`src/rtl/core/jws_pkg.sv`:
```
// Package for the Jaro-Winkler similarity block.
// Holds the command codes, the queued command type and the queue constants.
// No dependencies.
package jws_pkg;

   // Command codes carried in req_tuser; code 3 is unused and dropped
   typedef enum logic [1:0] {
      OP_APPEND_FIRST  = 2'd0,
      OP_APPEND_SECOND = 2'd1,
      OP_COMPARE       = 2'd2
   } op_type;

   // One classified command waiting for the engine
   typedef struct packed {
      op_type      op;
      logic [7:0]  ch;
   } cmd_type;

   localparam int QUEUE_DEPTH = 2;
   localparam int QUEUE_PW    = $clog2(QUEUE_DEPTH);

   // Longest common prefix that earns the Winkler bonus
   localparam int PREFIX_MAX  = 4;
   localparam int PCT_FULL    = 100;

endpackage

```
`src/rtl/core/jws_front.sv`:
```
// Front end of the Jaro-Winkler block: accepts request transactions,
// drops unused codes and queues commands for the engine. Uses jws_pkg.
module jws_front (
   input  logic              clock,
   input  logic              reset,
   input  logic              req_tvalid,
   output logic              req_tready,
   input  logic [7:0]        req_tdata,   // [7:0] char_value
   input  logic [1:0]        req_tuser,   // [1:0] op
   output logic              q_valid,
   output jws_pkg::cmd_type  q_cmd,
   input  logic              q_pop
);

   jws_pkg::cmd_type              slot_ff [jws_pkg::QUEUE_DEPTH];
   logic [jws_pkg::QUEUE_PW-1:0]  wr_ptr_ff, wr_ptr_in;
   logic [jws_pkg::QUEUE_PW-1:0]  rd_ptr_ff, rd_ptr_in;
   logic [jws_pkg::QUEUE_PW:0]    count_ff, count_in;
   logic                          op_known;
   logic                          push;

   // Classify: only the three defined codes enter the queue
   always_comb begin
      unique case (req_tuser)
         jws_pkg::OP_APPEND_FIRST,
         jws_pkg::OP_APPEND_SECOND,
         jws_pkg::OP_COMPARE: op_known = 1'b1;
         default:             op_known = 1'b0;
      endcase
   end

   assign req_tready = (count_ff < (jws_pkg::QUEUE_PW+1)'(jws_pkg::QUEUE_DEPTH));
   assign push       = req_tvalid && req_tready && op_known;
   assign q_valid    = (count_ff != '0);
   assign q_cmd      = slot_ff[rd_ptr_ff];

   // Pointer and fill count update
   always_comb begin
      wr_ptr_in = wr_ptr_ff;
      rd_ptr_in = rd_ptr_ff;
      count_in  = count_ff;
      if (push) begin
         wr_ptr_in = wr_ptr_ff + 1'b1;
      end
      if (q_pop) begin
         rd_ptr_in = rd_ptr_ff + 1'b1;
      end
      case ({push, q_pop})
         2'b10:   count_in = count_ff + 1'b1;
         2'b01:   count_in = count_ff - 1'b1;
         default: count_in = count_ff;
      endcase
   end

   always_ff @(posedge clock) begin
      if (reset) begin
         wr_ptr_ff <= '0;
         rd_ptr_ff <= '0;
         count_ff  <= '0;
      end else begin
         wr_ptr_ff <= wr_ptr_in;
         rd_ptr_ff <= rd_ptr_in;
         count_ff  <= count_in;
      end
   end

   // Queue storage, payload only
   always_ff @(posedge clock) begin
      if (push) begin
         slot_ff[wr_ptr_ff] <= '{op: jws_pkg::op_type'(req_tuser), ch: req_tdata};
      end
   end

endmodule

```
`src/rtl/core/jws_engine.sv`:
```
// Back end of the Jaro-Winkler block: string stores, match sequencer,
// shared multiplier, restoring divider and result register. Uses jws_pkg.
module jws_engine #(
   parameter int MAX_LEN = 32
) (
   input  logic              clock,
   input  logic              reset,
   input  logic              q_valid,
   input  jws_pkg::cmd_type  q_cmd,
   output logic              q_pop,
   output logic              rsp_tvalid,
   input  logic              rsp_tready,
   output logic [7:0]        rsp_tdata,   // [6:0] similarity_pct, [7] zero
   output logic              rsp_tuser    // [0] truncated
);

   localparam int LW  = $clog2(MAX_LEN + 1);
   localparam int IW  = $clog2(MAX_LEN);
   localparam int OPW = 3 * LW + 3;
   localparam int AW  = 3 * LW + 14;

   typedef enum logic [3:0] {
      S_IDLE, S_START, S_PRE_RD, S_PRE_CHK, S_WIN, S_MA_RD, S_MA_CAP,
      S_MB_RD, S_MB_CHK, S_TR_SCAN, S_TR_CHK, S_AR, S_DIV, S_DONE
   } state_type;

   state_type          state_ff, state_in;
   logic [7:0]         mem_a [MAX_LEN];
   logic [7:0]         mem_b [MAX_LEN];
   logic [7:0]         rd_a_ff, rd_b_ff;
   logic [IW-1:0]      rd_addr_a, rd_addr_b;
   logic               wr_a, wr_b;

   logic [LW-1:0]      len1_ff, len1_in, len2_ff, len2_in;
   logic               ovf_ff, ovf_in;
   logic               fm_ff [MAX_LEN];
   logic               fm_in [MAX_LEN];
   logic               sm_ff [MAX_LEN];
   logic               sm_in [MAX_LEN];

   logic [LW-1:0]      i_ff, i_in, j_ff, j_in, k_ff, k_in, hi_ff, hi_in;
   logic [LW-1:0]      m_ff, m_in, t_ff, t_in, win_ff, win_in;
   logic [2:0]         p_ff, p_in;
   logic               eq_ff, eq_in;
   logic [7:0]         ach_ff, ach_in;
   logic [2:0]         step_ff, step_in;
   logic [OPW-1:0]     t1_ff, t1_in, ll_ff, ll_in, n_ff, n_in, d_ff, d_in;
   logic [AW-1:0]      num_ff, num_in, dv_ff, dv_in;
   logic [2*OPW-1:0]   prod_ff;
   logic [OPW-1:0]     mul_x, mul_y;
   logic [7:0]         q_ff, q_in;
   logic [6:0]         res_ff, res_in;

   logic               rsp_valid_ff, rsp_valid_in;
   logic [6:0]         rsp_pct_ff, rsp_pct_in;
   logic               rsp_trunc_ff, rsp_trunc_in;

   logic [LW-1:0]      min_len, max_len, half_len, lo_idx;
   logic [LW:0]        hi_sum;
   logic [AW-1:0]      trial;
   logic               chars_eq;

   assign min_len  = (len1_ff < len2_ff) ? len1_ff : len2_ff;
   assign max_len  = (len1_ff > len2_ff) ? len1_ff : len2_ff;
   assign half_len = max_len >> 1;
   assign lo_idx   = (i_ff > win_ff) ? (i_ff - win_ff) : '0;
   assign hi_sum   = (LW+1)'(i_ff) + (LW+1)'(win_ff) + (LW+1)'(1);
   assign chars_eq = (rd_a_ff == rd_b_ff);
   assign trial    = dv_ff << step_ff;

   // Sequencer next state
   always_comb begin
      state_in     = state_ff;
      len1_in      = len1_ff;
      len2_in      = len2_ff;
      ovf_in       = ovf_ff;
      fm_in        = fm_ff;
      sm_in        = sm_ff;
      i_in         = i_ff;
      j_in         = j_ff;
      k_in         = k_ff;
      hi_in        = hi_ff;
      m_in         = m_ff;
      t_in         = t_ff;
      win_in       = win_ff;
      p_in         = p_ff;
      eq_in        = eq_ff;
      ach_in       = ach_ff;
      step_in      = step_ff;
      t1_in        = t1_ff;
      ll_in        = ll_ff;
      n_in         = n_ff;
      d_in         = d_ff;
      num_in       = num_ff;
      dv_in        = dv_ff;
      q_in         = q_ff;
      res_in       = res_ff;
      rsp_valid_in = rsp_valid_ff;
      rsp_pct_in   = rsp_pct_ff;
      rsp_trunc_in = rsp_trunc_ff;
      q_pop        = 1'b0;
      wr_a         = 1'b0;
      wr_b         = 1'b0;
      rd_addr_a    = i_ff[IW-1:0];
      rd_addr_b    = i_ff[IW-1:0];
      mul_x        = '0;
      mul_y        = '0;

      if (rsp_valid_ff && rsp_tready) begin
         rsp_valid_in = 1'b0;
      end

      unique case (state_ff)
         S_IDLE: begin
            if (q_valid) begin
               q_pop = 1'b1;
               case (q_cmd.op)
                  jws_pkg::OP_APPEND_FIRST: begin
                     if (len1_ff < LW'(MAX_LEN)) begin
                        wr_a    = 1'b1;
                        len1_in = len1_ff + 1'b1;
                     end else begin
                        ovf_in  = 1'b1;
                     end
                  end
                  jws_pkg::OP_APPEND_SECOND: begin
                     if (len2_ff < LW'(MAX_LEN)) begin
                        wr_b    = 1'b1;
                        len2_in = len2_ff + 1'b1;
                     end else begin
                        ovf_in  = 1'b1;
                     end
                  end
                  default: state_in = S_START;
               endcase
            end
         end
         S_START: begin
            i_in  = '0;
            p_in  = '0;
            eq_in = 1'b1;
            if (len1_ff == '0 || len2_ff == '0) begin
               res_in   = '0;
               state_in = S_DONE;
            end else begin
               state_in = S_PRE_RD;
            end
         end
         // Prefix length and identity check, one position per pass through S_PRE_RD and S_PRE_CHK
         S_PRE_RD: begin
            state_in = S_PRE_CHK;
         end
         S_PRE_CHK: begin
            if (chars_eq) begin
               if (i_ff < LW'(jws_pkg::PREFIX_MAX) && LW'(p_ff) == i_ff) begin
                  p_in = p_ff + 1'b1;
               end
            end else begin
               eq_in = 1'b0;
            end
            i_in = i_ff + 1'b1;
            if (i_ff + 1'b1 == min_len) begin
               if (len1_ff == len2_ff && eq_ff && chars_eq) begin
                  res_in   = 7'(jws_pkg::PCT_FULL);
                  state_in = S_DONE;
               end else begin
                  state_in = S_WIN;
               end
            end else begin
               state_in = S_PRE_RD;
            end
         end
         S_WIN: begin
            win_in = (half_len == '0) ? '0 : half_len - 1'b1;
            for (int e = 0; e < MAX_LEN; e++) begin
               fm_in[e] = 1'b0;
               sm_in[e] = 1'b0;
            end
            i_in     = '0;
            m_in     = '0;
            state_in = S_MA_RD;
         end
         // Greedy matching inside the window
         S_MA_RD: begin
            if (i_ff == len1_ff) begin
               if (m_ff == '0) begin
                  res_in   = '0;
                  state_in = S_DONE;
               end else begin
                  i_in     = '0;
                  k_in     = '0;
                  t_in     = '0;
                  state_in = S_TR_SCAN;
               end
            end else begin
               j_in     = lo_idx;
               hi_in    = (hi_sum > (LW+1)'(len2_ff)) ? len2_ff : hi_sum[LW-1:0];
               state_in = S_MA_CAP;
            end
         end
         S_MA_CAP: begin
            ach_in = rd_a_ff;
            if (j_ff >= hi_ff) begin
               i_in     = i_ff + 1'b1;
               state_in = S_MA_RD;
            end else begin
               state_in = S_MB_RD;
            end
         end
         S_MB_RD: begin
            rd_addr_b = j_ff[IW-1:0];
            state_in  = S_MB_CHK;
         end
         S_MB_CHK: begin
            if (!sm_ff[j_ff[IW-1:0]] && ach_ff == rd_b_ff) begin
               fm_in[i_ff[IW-1:0]] = 1'b1;
               sm_in[j_ff[IW-1:0]] = 1'b1;
               m_in     = m_ff + 1'b1;
               i_in     = i_ff + 1'b1;
               state_in = S_MA_RD;
            end else if ((LW+1)'(j_ff) + (LW+1)'(1) >= (LW+1)'(hi_ff)) begin
               i_in     = i_ff + 1'b1;
               state_in = S_MA_RD;
            end else begin
               j_in     = j_ff + 1'b1;
               state_in = S_MB_RD;
            end
         end
         // Half-transposition count over matched characters in order
         S_TR_SCAN: begin
            rd_addr_b = k_ff[IW-1:0];
            if (i_ff == len1_ff) begin
               step_in  = '0;
               state_in = S_AR;
            end else if (!fm_ff[i_ff[IW-1:0]]) begin
               i_in = i_ff + 1'b1;
            end else if (k_ff < len2_ff && !sm_ff[k_ff[IW-1:0]]) begin
               k_in = k_ff + 1'b1;
            end else if (k_ff >= len2_ff) begin
               step_in  = '0;
               state_in = S_AR;
            end else begin
               state_in = S_TR_CHK;
            end
         end
         S_TR_CHK: begin
            if (!chars_eq) begin
               t_in = t_ff + 1'b1;
            end
            k_in     = k_ff + 1'b1;
            i_in     = i_ff + 1'b1;
            state_in = S_TR_SCAN;
         end
         // Numerator and denominator through the shared multiplier
         S_AR: begin
            step_in = step_ff + 1'b1;
            case (step_ff)
               3'd0: begin
                  mul_x = OPW'(m_ff);
                  mul_y = OPW'(m_ff);
               end
               3'd1: begin
                  mul_x = prod_ff[OPW-1:0];
                  mul_y = OPW'(len1_ff) + OPW'(len2_ff);
               end
               3'd2: begin
                  t1_in = OPW'(prod_ff << 1);
                  mul_x = OPW'(len1_ff);
                  mul_y = OPW'(len2_ff);
               end
               3'd3: begin
                  ll_in = prod_ff[OPW-1:0];
                  mul_x = prod_ff[OPW-1:0];
                  mul_y = OPW'(({1'b0, m_ff} << 1) - (LW+1)'(t_ff));
               end
               3'd4: begin
                  n_in  = t1_ff + prod_ff[OPW-1:0];
                  mul_x = ll_ff;
                  mul_y = OPW'(m_ff);
               end
               3'd5: begin
                  d_in  = OPW'((prod_ff << 2) + (prod_ff << 1));
                  mul_x = n_ff;
                  mul_y = OPW'(1000);
               end
               3'd6: begin
                  num_in = prod_ff[AW-1:0] + (AW'(d_ff) << 2) + AW'(d_ff);
                  mul_x  = (d_ff > n_ff) ? (d_ff - n_ff) : '0;
                  mul_y  = OPW'(p_ff) * OPW'(jws_pkg::PCT_FULL);
               end
               default: begin
                  num_in   = num_ff + prod_ff[AW-1:0];
                  dv_in    = (AW'(d_ff) << 3) + (AW'(d_ff) << 1);
                  q_in     = '0;
                  step_in  = 3'd7;
                  state_in = S_DIV;
               end
            endcase
         end
         // Restoring division, one quotient bit per cycle
         S_DIV: begin
            if (num_ff >= trial) begin
               num_in         = num_ff - trial;
               q_in[step_ff]  = 1'b1;
            end
            step_in = step_ff - 1'b1;
            if (step_ff == '0) begin
               state_in = S_DONE;
            end
         end
         S_DONE: begin
            if (!rsp_valid_ff || rsp_tready) begin
               rsp_valid_in = 1'b1;
               rsp_pct_in   = res_ff;
               rsp_trunc_in = ovf_ff;
               len1_in      = '0;
               len2_in      = '0;
               ovf_in       = 1'b0;
               state_in     = S_IDLE;
            end
         end
         default: state_in = S_IDLE;
      endcase

      // Division result lands in the result register on its last bit
      if (state_ff == S_DIV && step_ff == '0) begin
         res_in = (q_in > 8'(jws_pkg::PCT_FULL)) ? 7'(jws_pkg::PCT_FULL) : q_in[6:0];
      end
      if (state_ff == S_TR_CHK || state_ff == S_PRE_RD) begin
         rd_addr_a = i_ff[IW-1:0];
      end
   end

   // Control state and registered outputs
   always_ff @(posedge clock) begin
      if (reset) begin
         state_ff     <= S_IDLE;
         len1_ff      <= '0;
         len2_ff      <= '0;
         ovf_ff       <= 1'b0;
         rsp_valid_ff <= 1'b0;
         for (int e = 0; e < MAX_LEN; e++) begin
            fm_ff[e] <= 1'b0;
            sm_ff[e] <= 1'b0;
         end
      end else begin
         state_ff     <= state_in;
         len1_ff      <= len1_in;
         len2_ff      <= len2_in;
         ovf_ff       <= ovf_in;
         rsp_valid_ff <= rsp_valid_in;
         fm_ff        <= fm_in;
         sm_ff        <= sm_in;
      end
   end

   // Working registers, no reset needed
   always_ff @(posedge clock) begin
      i_ff         <= i_in;
      j_ff         <= j_in;
      k_ff         <= k_in;
      hi_ff        <= hi_in;
      m_ff         <= m_in;
      t_ff         <= t_in;
      win_ff       <= win_in;
      p_ff         <= p_in;
      eq_ff        <= eq_in;
      ach_ff       <= ach_in;
      step_ff      <= step_in;
      t1_ff        <= t1_in;
      ll_ff        <= ll_in;
      n_ff         <= n_in;
      d_ff         <= d_in;
      num_ff       <= num_in;
      dv_ff        <= dv_in;
      q_ff         <= q_in;
      res_ff       <= res_in;
      rsp_pct_ff   <= rsp_pct_in;
      rsp_trunc_ff <= rsp_trunc_in;
      prod_ff      <= mul_x * mul_y;
   end

   // String stores, one write and one registered read each
   always_ff @(posedge clock) begin
      if (wr_a) begin
         mem_a[len1_ff[IW-1:0]] <= q_cmd.ch;
      end
      rd_a_ff <= mem_a[rd_addr_a];
   end

   always_ff @(posedge clock) begin
      if (wr_b) begin
         mem_b[len2_ff[IW-1:0]] <= q_cmd.ch;
      end
      rd_b_ff <= mem_b[rd_addr_b];
   end

   assign rsp_tvalid = rsp_valid_ff;
   assign rsp_tdata  = {1'b0, rsp_pct_ff};
   assign rsp_tuser  = rsp_trunc_ff;

`ifndef SYNTHESIS
   a_len_bound: assert property (@(posedge clock) disable iff (reset)
      len1_ff <= LW'(MAX_LEN) && len2_ff <= LW'(MAX_LEN))
      else $error("string length beyond store depth");

   a_pop_idle: assert property (@(posedge clock) disable iff (reset)
      q_pop |-> state_ff == S_IDLE)
      else $error("command taken while a compare is in progress");

   a_match_bound: assert property (@(posedge clock) disable iff (reset)
      state_ff == S_TR_SCAN |-> m_ff <= len1_ff && m_ff <= len2_ff)
      else $error("match count exceeds a string length");

   a_pct_range: assert property (@(posedge clock) disable iff (reset)
      rsp_valid_ff |-> rsp_pct_ff <= 7'(jws_pkg::PCT_FULL))
      else $error("similarity above full scale");

   a_rsp_hold: assert property (@(posedge clock) disable iff (reset)
      rsp_valid_ff && !rsp_tready |=> $stable(rsp_pct_ff) && rsp_valid_ff)
      else $error("pending result overwritten");
`endif

endmodule

```
`src/rtl/core/jaro_winkler_similarity.sv`:
```
// Top level of the Jaro-Winkler similarity block.
// Instantiates jws_front (accept and queue) and jws_engine (compare); uses jws_pkg.
//
//  channel | direction | payload
//  req     | in        | tuser[1:0] op, tdata[7:0] char_value
//  rsp     | out       | tdata[6:0] similarity_pct, tuser[0] truncated
//
// Appends are stored in S_IDLE; the front queue accepts one per cycle unless full.
// A compare runs the prefix check, the window matching, the transposition count,
// 8 multiplier steps and 8 divider steps, exiting early on an empty, identical
// or unmatched pair; the string stores each have one read and the multiplier is shared.
// Reset clears lengths, flags, queue and the result valid at once.
// A waiting result does not stop appends; only the next compare stalls on it.
module jaro_winkler_similarity #(
   parameter int MAX_LEN = 32
) (
   input  logic        clock,
   input  logic        reset,
   input  logic        req_tvalid,
   output logic        req_tready,
   input  logic [7:0]  req_tdata,   // [7:0] char_value
   input  logic [1:0]  req_tuser,   // [1:0] op
   output logic        rsp_tvalid,
   input  logic        rsp_tready,
   output logic [7:0]  rsp_tdata,   // [6:0] similarity_pct, [7] zero
   output logic        rsp_tuser    // [0] truncated
);

   logic              q_valid;
   logic              q_pop;
   jws_pkg::cmd_type  q_cmd;

   jws_front u_front (
      .clock      (clock),
      .reset      (reset),
      .req_tvalid (req_tvalid),
      .req_tready (req_tready),
      .req_tdata  (req_tdata),
      .req_tuser  (req_tuser),
      .q_valid    (q_valid),
      .q_cmd      (q_cmd),
      .q_pop      (q_pop)
   );

   jws_engine #(
      .MAX_LEN (MAX_LEN)
   ) u_engine (
      .clock      (clock),
      .reset      (reset),
      .q_valid    (q_valid),
      .q_cmd      (q_cmd),
      .q_pop      (q_pop),
      .rsp_tvalid (rsp_tvalid),
      .rsp_tready (rsp_tready),
      .rsp_tdata  (rsp_tdata),
      .rsp_tuser  (rsp_tuser)
   );

endmodule

```
`config.mk`:
```
export PLATFORM = sky130hd
export DESIGN_NAME = jaro_winkler_similarity
export DESIGN_NICKNAME = d
export VERILOG_FILES = /design/src/rtl/core/jws_pkg.sv /design/src/rtl/core/jws_front.sv /design/src/rtl/core/jws_engine.sv /design/src/rtl/core/jaro_winkler_similarity.sv
export SDC_FILE = /design/constraint.sdc
export NUM_CORES = 2
export LEC_CHECK = 0
export ABC_AREA = 1
export ABC_CLOCK_PERIOD_IN_PS = 11290
export BUFFER_PORTS_ARGS = -buffer_cell sky130_fd_sc_hd__buf_2
export CORE_MARGIN = 2
export CORE_UTILIZATION = 65
export DETAILED_ROUTE_END_ITERATION = 6
export GPL_ROUTABILITY_DRIVEN = 0
export GPL_TIMING_DRIVEN = 0
export PLACE_DENSITY = 0.78
export SETUP_SLACK_MARGIN = 0.5
export SLEW_MARGIN = 20
export SYNTH_ARGS = -nofsm -noshare
export SYNTH_HDL_FRONTEND = slang
export SYNTH_SLANG_ARGS = --single-unit
```
`constraint.sdc`:
```
create_clock -name clock -period 11.29 [get_ports clock]
set_clock_uncertainty 0.1 [all_clocks]
set_input_delay 0.5645 -clock clock [delete_from_list [all_inputs] [get_ports clock]]
set_output_delay 0.5645 -clock clock [all_outputs]
set_load 0.01 [all_outputs]
```
Word-level counts from Yosys, hierarchy flattened:

Memories as Yosys holds them, arrays and structs flattened. A register that Yosys moved wholly into a read port is not among the register bits.
Index checks and enable logic that the tools add are counted.

* equality and inequality tests: 68
* reductions and logical operators: 66
* magnitude comparators: 22
* shifts and indexed selects: 1
* bitwise gates (word level): 8
* $add $sub $neg: 29
* muxes and demuxes: 130
* $mul: 2

Operators by type and width (count)
* $pmux 32 s2: 4
* $pmux 21 s6: 2
* $mux 6: 26
* $mux 32: 3
* $or 32x32->32: 2
* $mux 21: 3
* $pmux 6 s2: 5
* $pmux 4 s14: 1
* $mux 4: 13
* $mux 7: 7
* $add 21x21->21: 2
* $add 6x1->6 const B: 7
* $mux 1: 37
* $pmux 6 s6: 1
* $add 32x21->32: 1
* $add 32x23->32: 1
* $add 32x32->32: 1
* $ge 32x32->1: 1
* $mul 21x21->32: 1
* $shl 32x3->32: 1
* $sub 32x32->32: 1
* $ne 2x2->1 const B: 14
* $add 24x22->25: 1
* $eq 4x4->1 const B: 6
* 80 further kinds: 185

* output and inout bits: 11
* memories: 3
* bits in registers: 345
* RAM bits: 532
* logic and storage cells: 423
* input port bits: 14

Memory list
* u_engine.mem_a: depth 32, width 8, read ports 1, clocked after Yosys merged registers in 1, wr ports 1, line jws_engine.sv:28 `logic [7:0] mem_a [MAX_LEN];`
* u_engine.mem_b: depth 32, width 8, read ports 1, clocked after Yosys merged registers in 1, wr ports 1, line jws_engine.sv:29 `logic [7:0] mem_b [MAX_LEN];`
* u_front.slot_ff: depth 2, width 10, read ports 1, clocked after Yosys merged registers in 1, wr ports 1, line jws_front.sv:15 `jws_pkg::cmd_type slot_ff [jws_pkg::QUEUE_DEPTH];`

Depth between registers and ports, before layout:

* depth after elaboration: 10
* depth in mapped cells: 42
* depth with buffers taken out: 41

Modules after synthesis:

From an unflattened synthesis, not the netlist that was laid out.

* cell total of the unflattened synthesis: 6521
* area, all modules: 58859.0 sq um

Modules (own cells, without submodules)
* jws_engine: cells each 6456, area each 57863.0 sq um, sequential area each 24413.4 sq um, instances 1
* jws_front: cells each 65, area each 996.0 sq um, sequential area each 700.7 sq um, instances 1

Least setup slack after synthesis:

No wires, ideal clock.

* path type: register -> register
* from: register u_engine.step_ff[1]
* to: register u_engine.prod_ff[26]
* cell stages (with the launch flop): 34
* required time: 11.070 ns
* setup time: 0.120 ns
* clock period less this slack: 7.815 ns
* setup slack: 3.475 ns
* path buffers: 3
* arrival time: 7.595 ns
* cell sequence: edfxtp_1 > clkbuf_1 > inv_1 > clkbuf_1 > ha_1 > inv_1 > nor2_1 > nor2_2 > clkinv_1 > buf_2 > nand2_1 > nand4_1 > nand2_1 > nor2_1 > inv_1 > fa_1 > fa_1 > fa_1 > inv_1 > fa_1 > fa_1 > fa_1 > inv_1 > fa_1 > inv_1 > ha_1 > nand2_1 > nor2_1 > nor3b_1 > nand4_1 > nand3_1 > a21o_1 > a21oi_1 > xnor2_1

* cells in the longest elaborated chain, start to end: 5
* elaborated cells between the ends (all ways): 14
* classes of those cells: 1 x mul; 6 x eq/ne; 4 x mux; 3 x reduce/logical

RTL lines
* start: declaration: line jws_engine.sv:46 `logic [2:0] step_ff, step_in;`
* start signal: assignment: line jws_engine.sv:369 `step_ff <= step_in;`
* $eq 3x1->1 (tied with other cells): line jws_engine.sv:257 `case (step_ff)`
* $reduce_or 2->1 (no line)
* $pmux 21 s6: line jws_engine.sv:257
* $mux 21: line jws_engine.sv:113 `unique case (state_ff)`
* $mul 21x21->32 *: line jws_engine.sv:380 `prod_ff <= mul_x * mul_y;`
* end signal: assignment: line jws_engine.sv:380
* end: declaration: line jws_engine.sv:49 `logic [2*OPW-1:0] prod_ff;`

Mark *: on every way between the ends. The rest lies on a longest branch, timed or not.
A chain may end at the register's enable or synchronous reset.

Final worst setup path:

Ends and elaborated chain as after synthesis.

==> results.sh <==
export IMPL_status="complete, no violations"
export IMPL_fin_total_pwr_mw=10.4
export IMPL_p_leak_nw=28.3
export IMPL_seq_area_frac_synth=0.424
export IMPL_cts_buffers_inserted=90
export IMPL_ys_ff_latch=884
export IMPL_grt_pass1_vias=48300
export IMPL_cp_start_kind="register"
export IMPL_clock_latency_ns=0.69
export IMPL_synth_edf_count=741
export IMPL_syn2layout_area_growth_pct=8.15
export IMPL_critPathTopFamily="adder cells"
export IMPL_placed_area_um2=60900
export IMPL_drt_wl_total_mm=176
export IMPL_required_ns=11.72
export IMPL_clock_sinks=884
export IMPL_critical_path_class="reg -> reg"
export IMPL_grt_max_degree=65
export IMPL_drt_met1_wl_mm=63.5
export IMPL_fmax_ghz=0.0978
export IMPL_layout_common_cells="nand2_1, inv_1, edfxtp_1"
export IMPL_dpl_cell_count=7783
export IMPL_drt_initial_drc_count=7168
export IMPL_slowest_delay_ns=0.72
export IMPL_post_cts_resized=0
export IMPL_rsz0062_at_grt="no"
export IMPL_dieArea_um2=93500
export IMPL_worst_slew_margin_rel=0.235
export IMPL_port_buffer_count=23
export IMPL_critPathMaxFanout=12
export IMPL_grt_pass1_wl_mm=268
export IMPL_ant_nets=0
export IMPL_num_vias=49900
export IMPL_core_um2=90100
export IMPL_vias_per_cell=6.27
export IMPL_drt_pass1_iterations=7
export IMPL_yosys_warnings=0
export IMPL_critPathBufInv=10
export IMPL_top_layer_used="met5"
export IMPL_cts_tree="built"
export IMPL_design_area_um2=64000
export IMPL_hold_slack_ns=0.127
export IMPL_crit_path_end_kind="register"
export IMPL_clockBufferDepth=3
export IMPL_antenna_cells=0
export IMPL_hold_path_class="in -> reg"
export IMPL_root_buffer="clkbuf_16"
export IMPL_pwr_density_cell_nw_per_um2=163
export IMPL_maxCapViolations=0
export IMPL_tightest_slew_ns=1.14
export IMPL_ys_types=71
export IMPL_slew_viol_final=0
export IMPL_irDropWorstVdd_mv=0.219
export IMPL_start_util=0.657
export IMPL_wl_met2_mm=79.7
export IMPL_fp_row_count=110
export IMPL_die_x_um=306
export IMPL_finalCritPeriodShare=0.906
export IMPL_met3_length_mm=19.4
export IMPL_cp_arrival_ns=10.66
export IMPL_path_clk_slew_ns=0.06
export IMPL_cts_max_level=3
export IMPL_hold_viol=0
export IMPL_cpMaxStageDelayCell="nor2_1"
export IMPL_antenna_found_initial=2
export IMPL_grt_usage=0.374
export IMPL_avgSynthCellArea_um2=9.00
export IMPL_timing_setup_tns_ns=0
export IMPL_synthArstFlopShare=0
export IMPL_synthFlopType="edfxtp_1"
export IMPL_ios=25
export IMPL_syn_inst=6579
export IMPL_dp_hpwl_mm=130
export IMPL_syn_nets=7259
export IMPL_drc=0
export IMPL_die_h_um=306
export IMPL_wl_per_cell_um=22.1
export IMPL_finalNetCount=7389
export IMPL_gr_total_overflow=0
export IMPL_syn_area_um2=59200
export IMPL_instances_no_fill=7959
export IMPL_setup_viol=0
export IMPL_fin_crit_ns=10.22
export IMPL_drive_above_1_share=0.0507
export IMPL_final_common_cell="nand2_1"
## worst paths after layout
kind / startpoint / to / slack [ns] / depth (start not counted)
min: reset / u_front.count_ff[0] / 0.13 / 2
max: u_engine.step_ff[1] / u_engine.prod_ff[26] / 1.07 / 33
min reg2reg: u_engine.ovf_ff / u_engine.rsp_tuser / 0.31 / 0
max reg2reg: u_engine.step_ff[1] / u_engine.prod_ff[26] / 1.07 / 33
## cell type report
cell class,count,area [um2]
Sequential cell,884,25100
Buffer,204,888
Clock inverter,44,468
Tap cell,1176,1470
Multi-Input combinational cell,4510,29600
Timing Repair Buffer,38,284
Clock buffer,122,2540
Fill cell,6778,26100
Inverter,981,3690
## sequential cells by signal (all words and copies together) (netlist names), 21 cells and up, named ones only
register / count
u_engine.mem_b: 256
u_engine.sm_ff: 32
u_engine.num_ff: 32
u_engine.mem_a: 256
u_engine.dv_ff: 23
u_engine.prod_ff: 32
u_engine.fm_ff: 32
u_engine.ll_ff: 21
u_engine.n_ff: 21
## report_power, final
part	internal, mW	leakage (nW)	switching, mW	total, mW
logic	0.922	18.9	2.47	3.39
registers	3.88	7.94	0.0997	3.98
clock network	1.73	1.48	1.33	3.07
total	6.54	28.3	3.90	10.4
## cell usage after synthesis, types with 71 or more instances
master    instances  share of area
a21oi_1         414          0.035
clkbuf_1        117         0.0074
dfxtp_1         143          0.048
edfxtp_1        741           0.38
fa_1            312           0.11
ha_1            354          0.075
inv_1           957          0.061
nand2_1        1176          0.075
nand3_1         401          0.034
nor2_1          628          0.040
o211ai_1         93          0.012
o21ai_0         395          0.033
o21ai_1          71         0.0060
o22ai_1          74         0.0078
xor2_1           99          0.015
## metrics by stage
step,setup WS [ns],utilization
5_1_grt,0.720,0.710
4_1_cts,1.43,0.710
2_1_floorplan,3.48,-
3_3_place_gp,1.64,0.674
3_5_place_dp,1.50,0.676
6_report,1.07,0.710
## kinds of logic after synthesis
| logic type | after synthesis | share of synthesized area |
|---|---|---|
| AO/OA/AOI/OAI | 1253 | 0.121 |
| XOR/XNOR | 155 | 0.0229 |
| adder cells (fa/ha/maj) | 666 | 0.180 |
| buffers and inverters | 1185 | 0.0773 |
| flip-flops | 884 | 0.424 |
| multiplexers | 13 | 0.00237 |
| other | 1 | 0.0000633 |
| AND/OR/NAND/NOR | 2422 | 0.172 |
## what timing repair did
| action | CTS | global route |
|---|---|---|
| hold buffers | 10 | 0 |
| setup buffers | 0 | 0 |
| endpoints found under the hold margin | 20 | 0 |
## metal layers
layer,global-route usage,vias up
li1,-,22400
met1,0.469,23500
met2,0.598,3234
met3,0.0709,790
met4,0.239,2
met5,0,-
(Power assumes the default switching activity.)
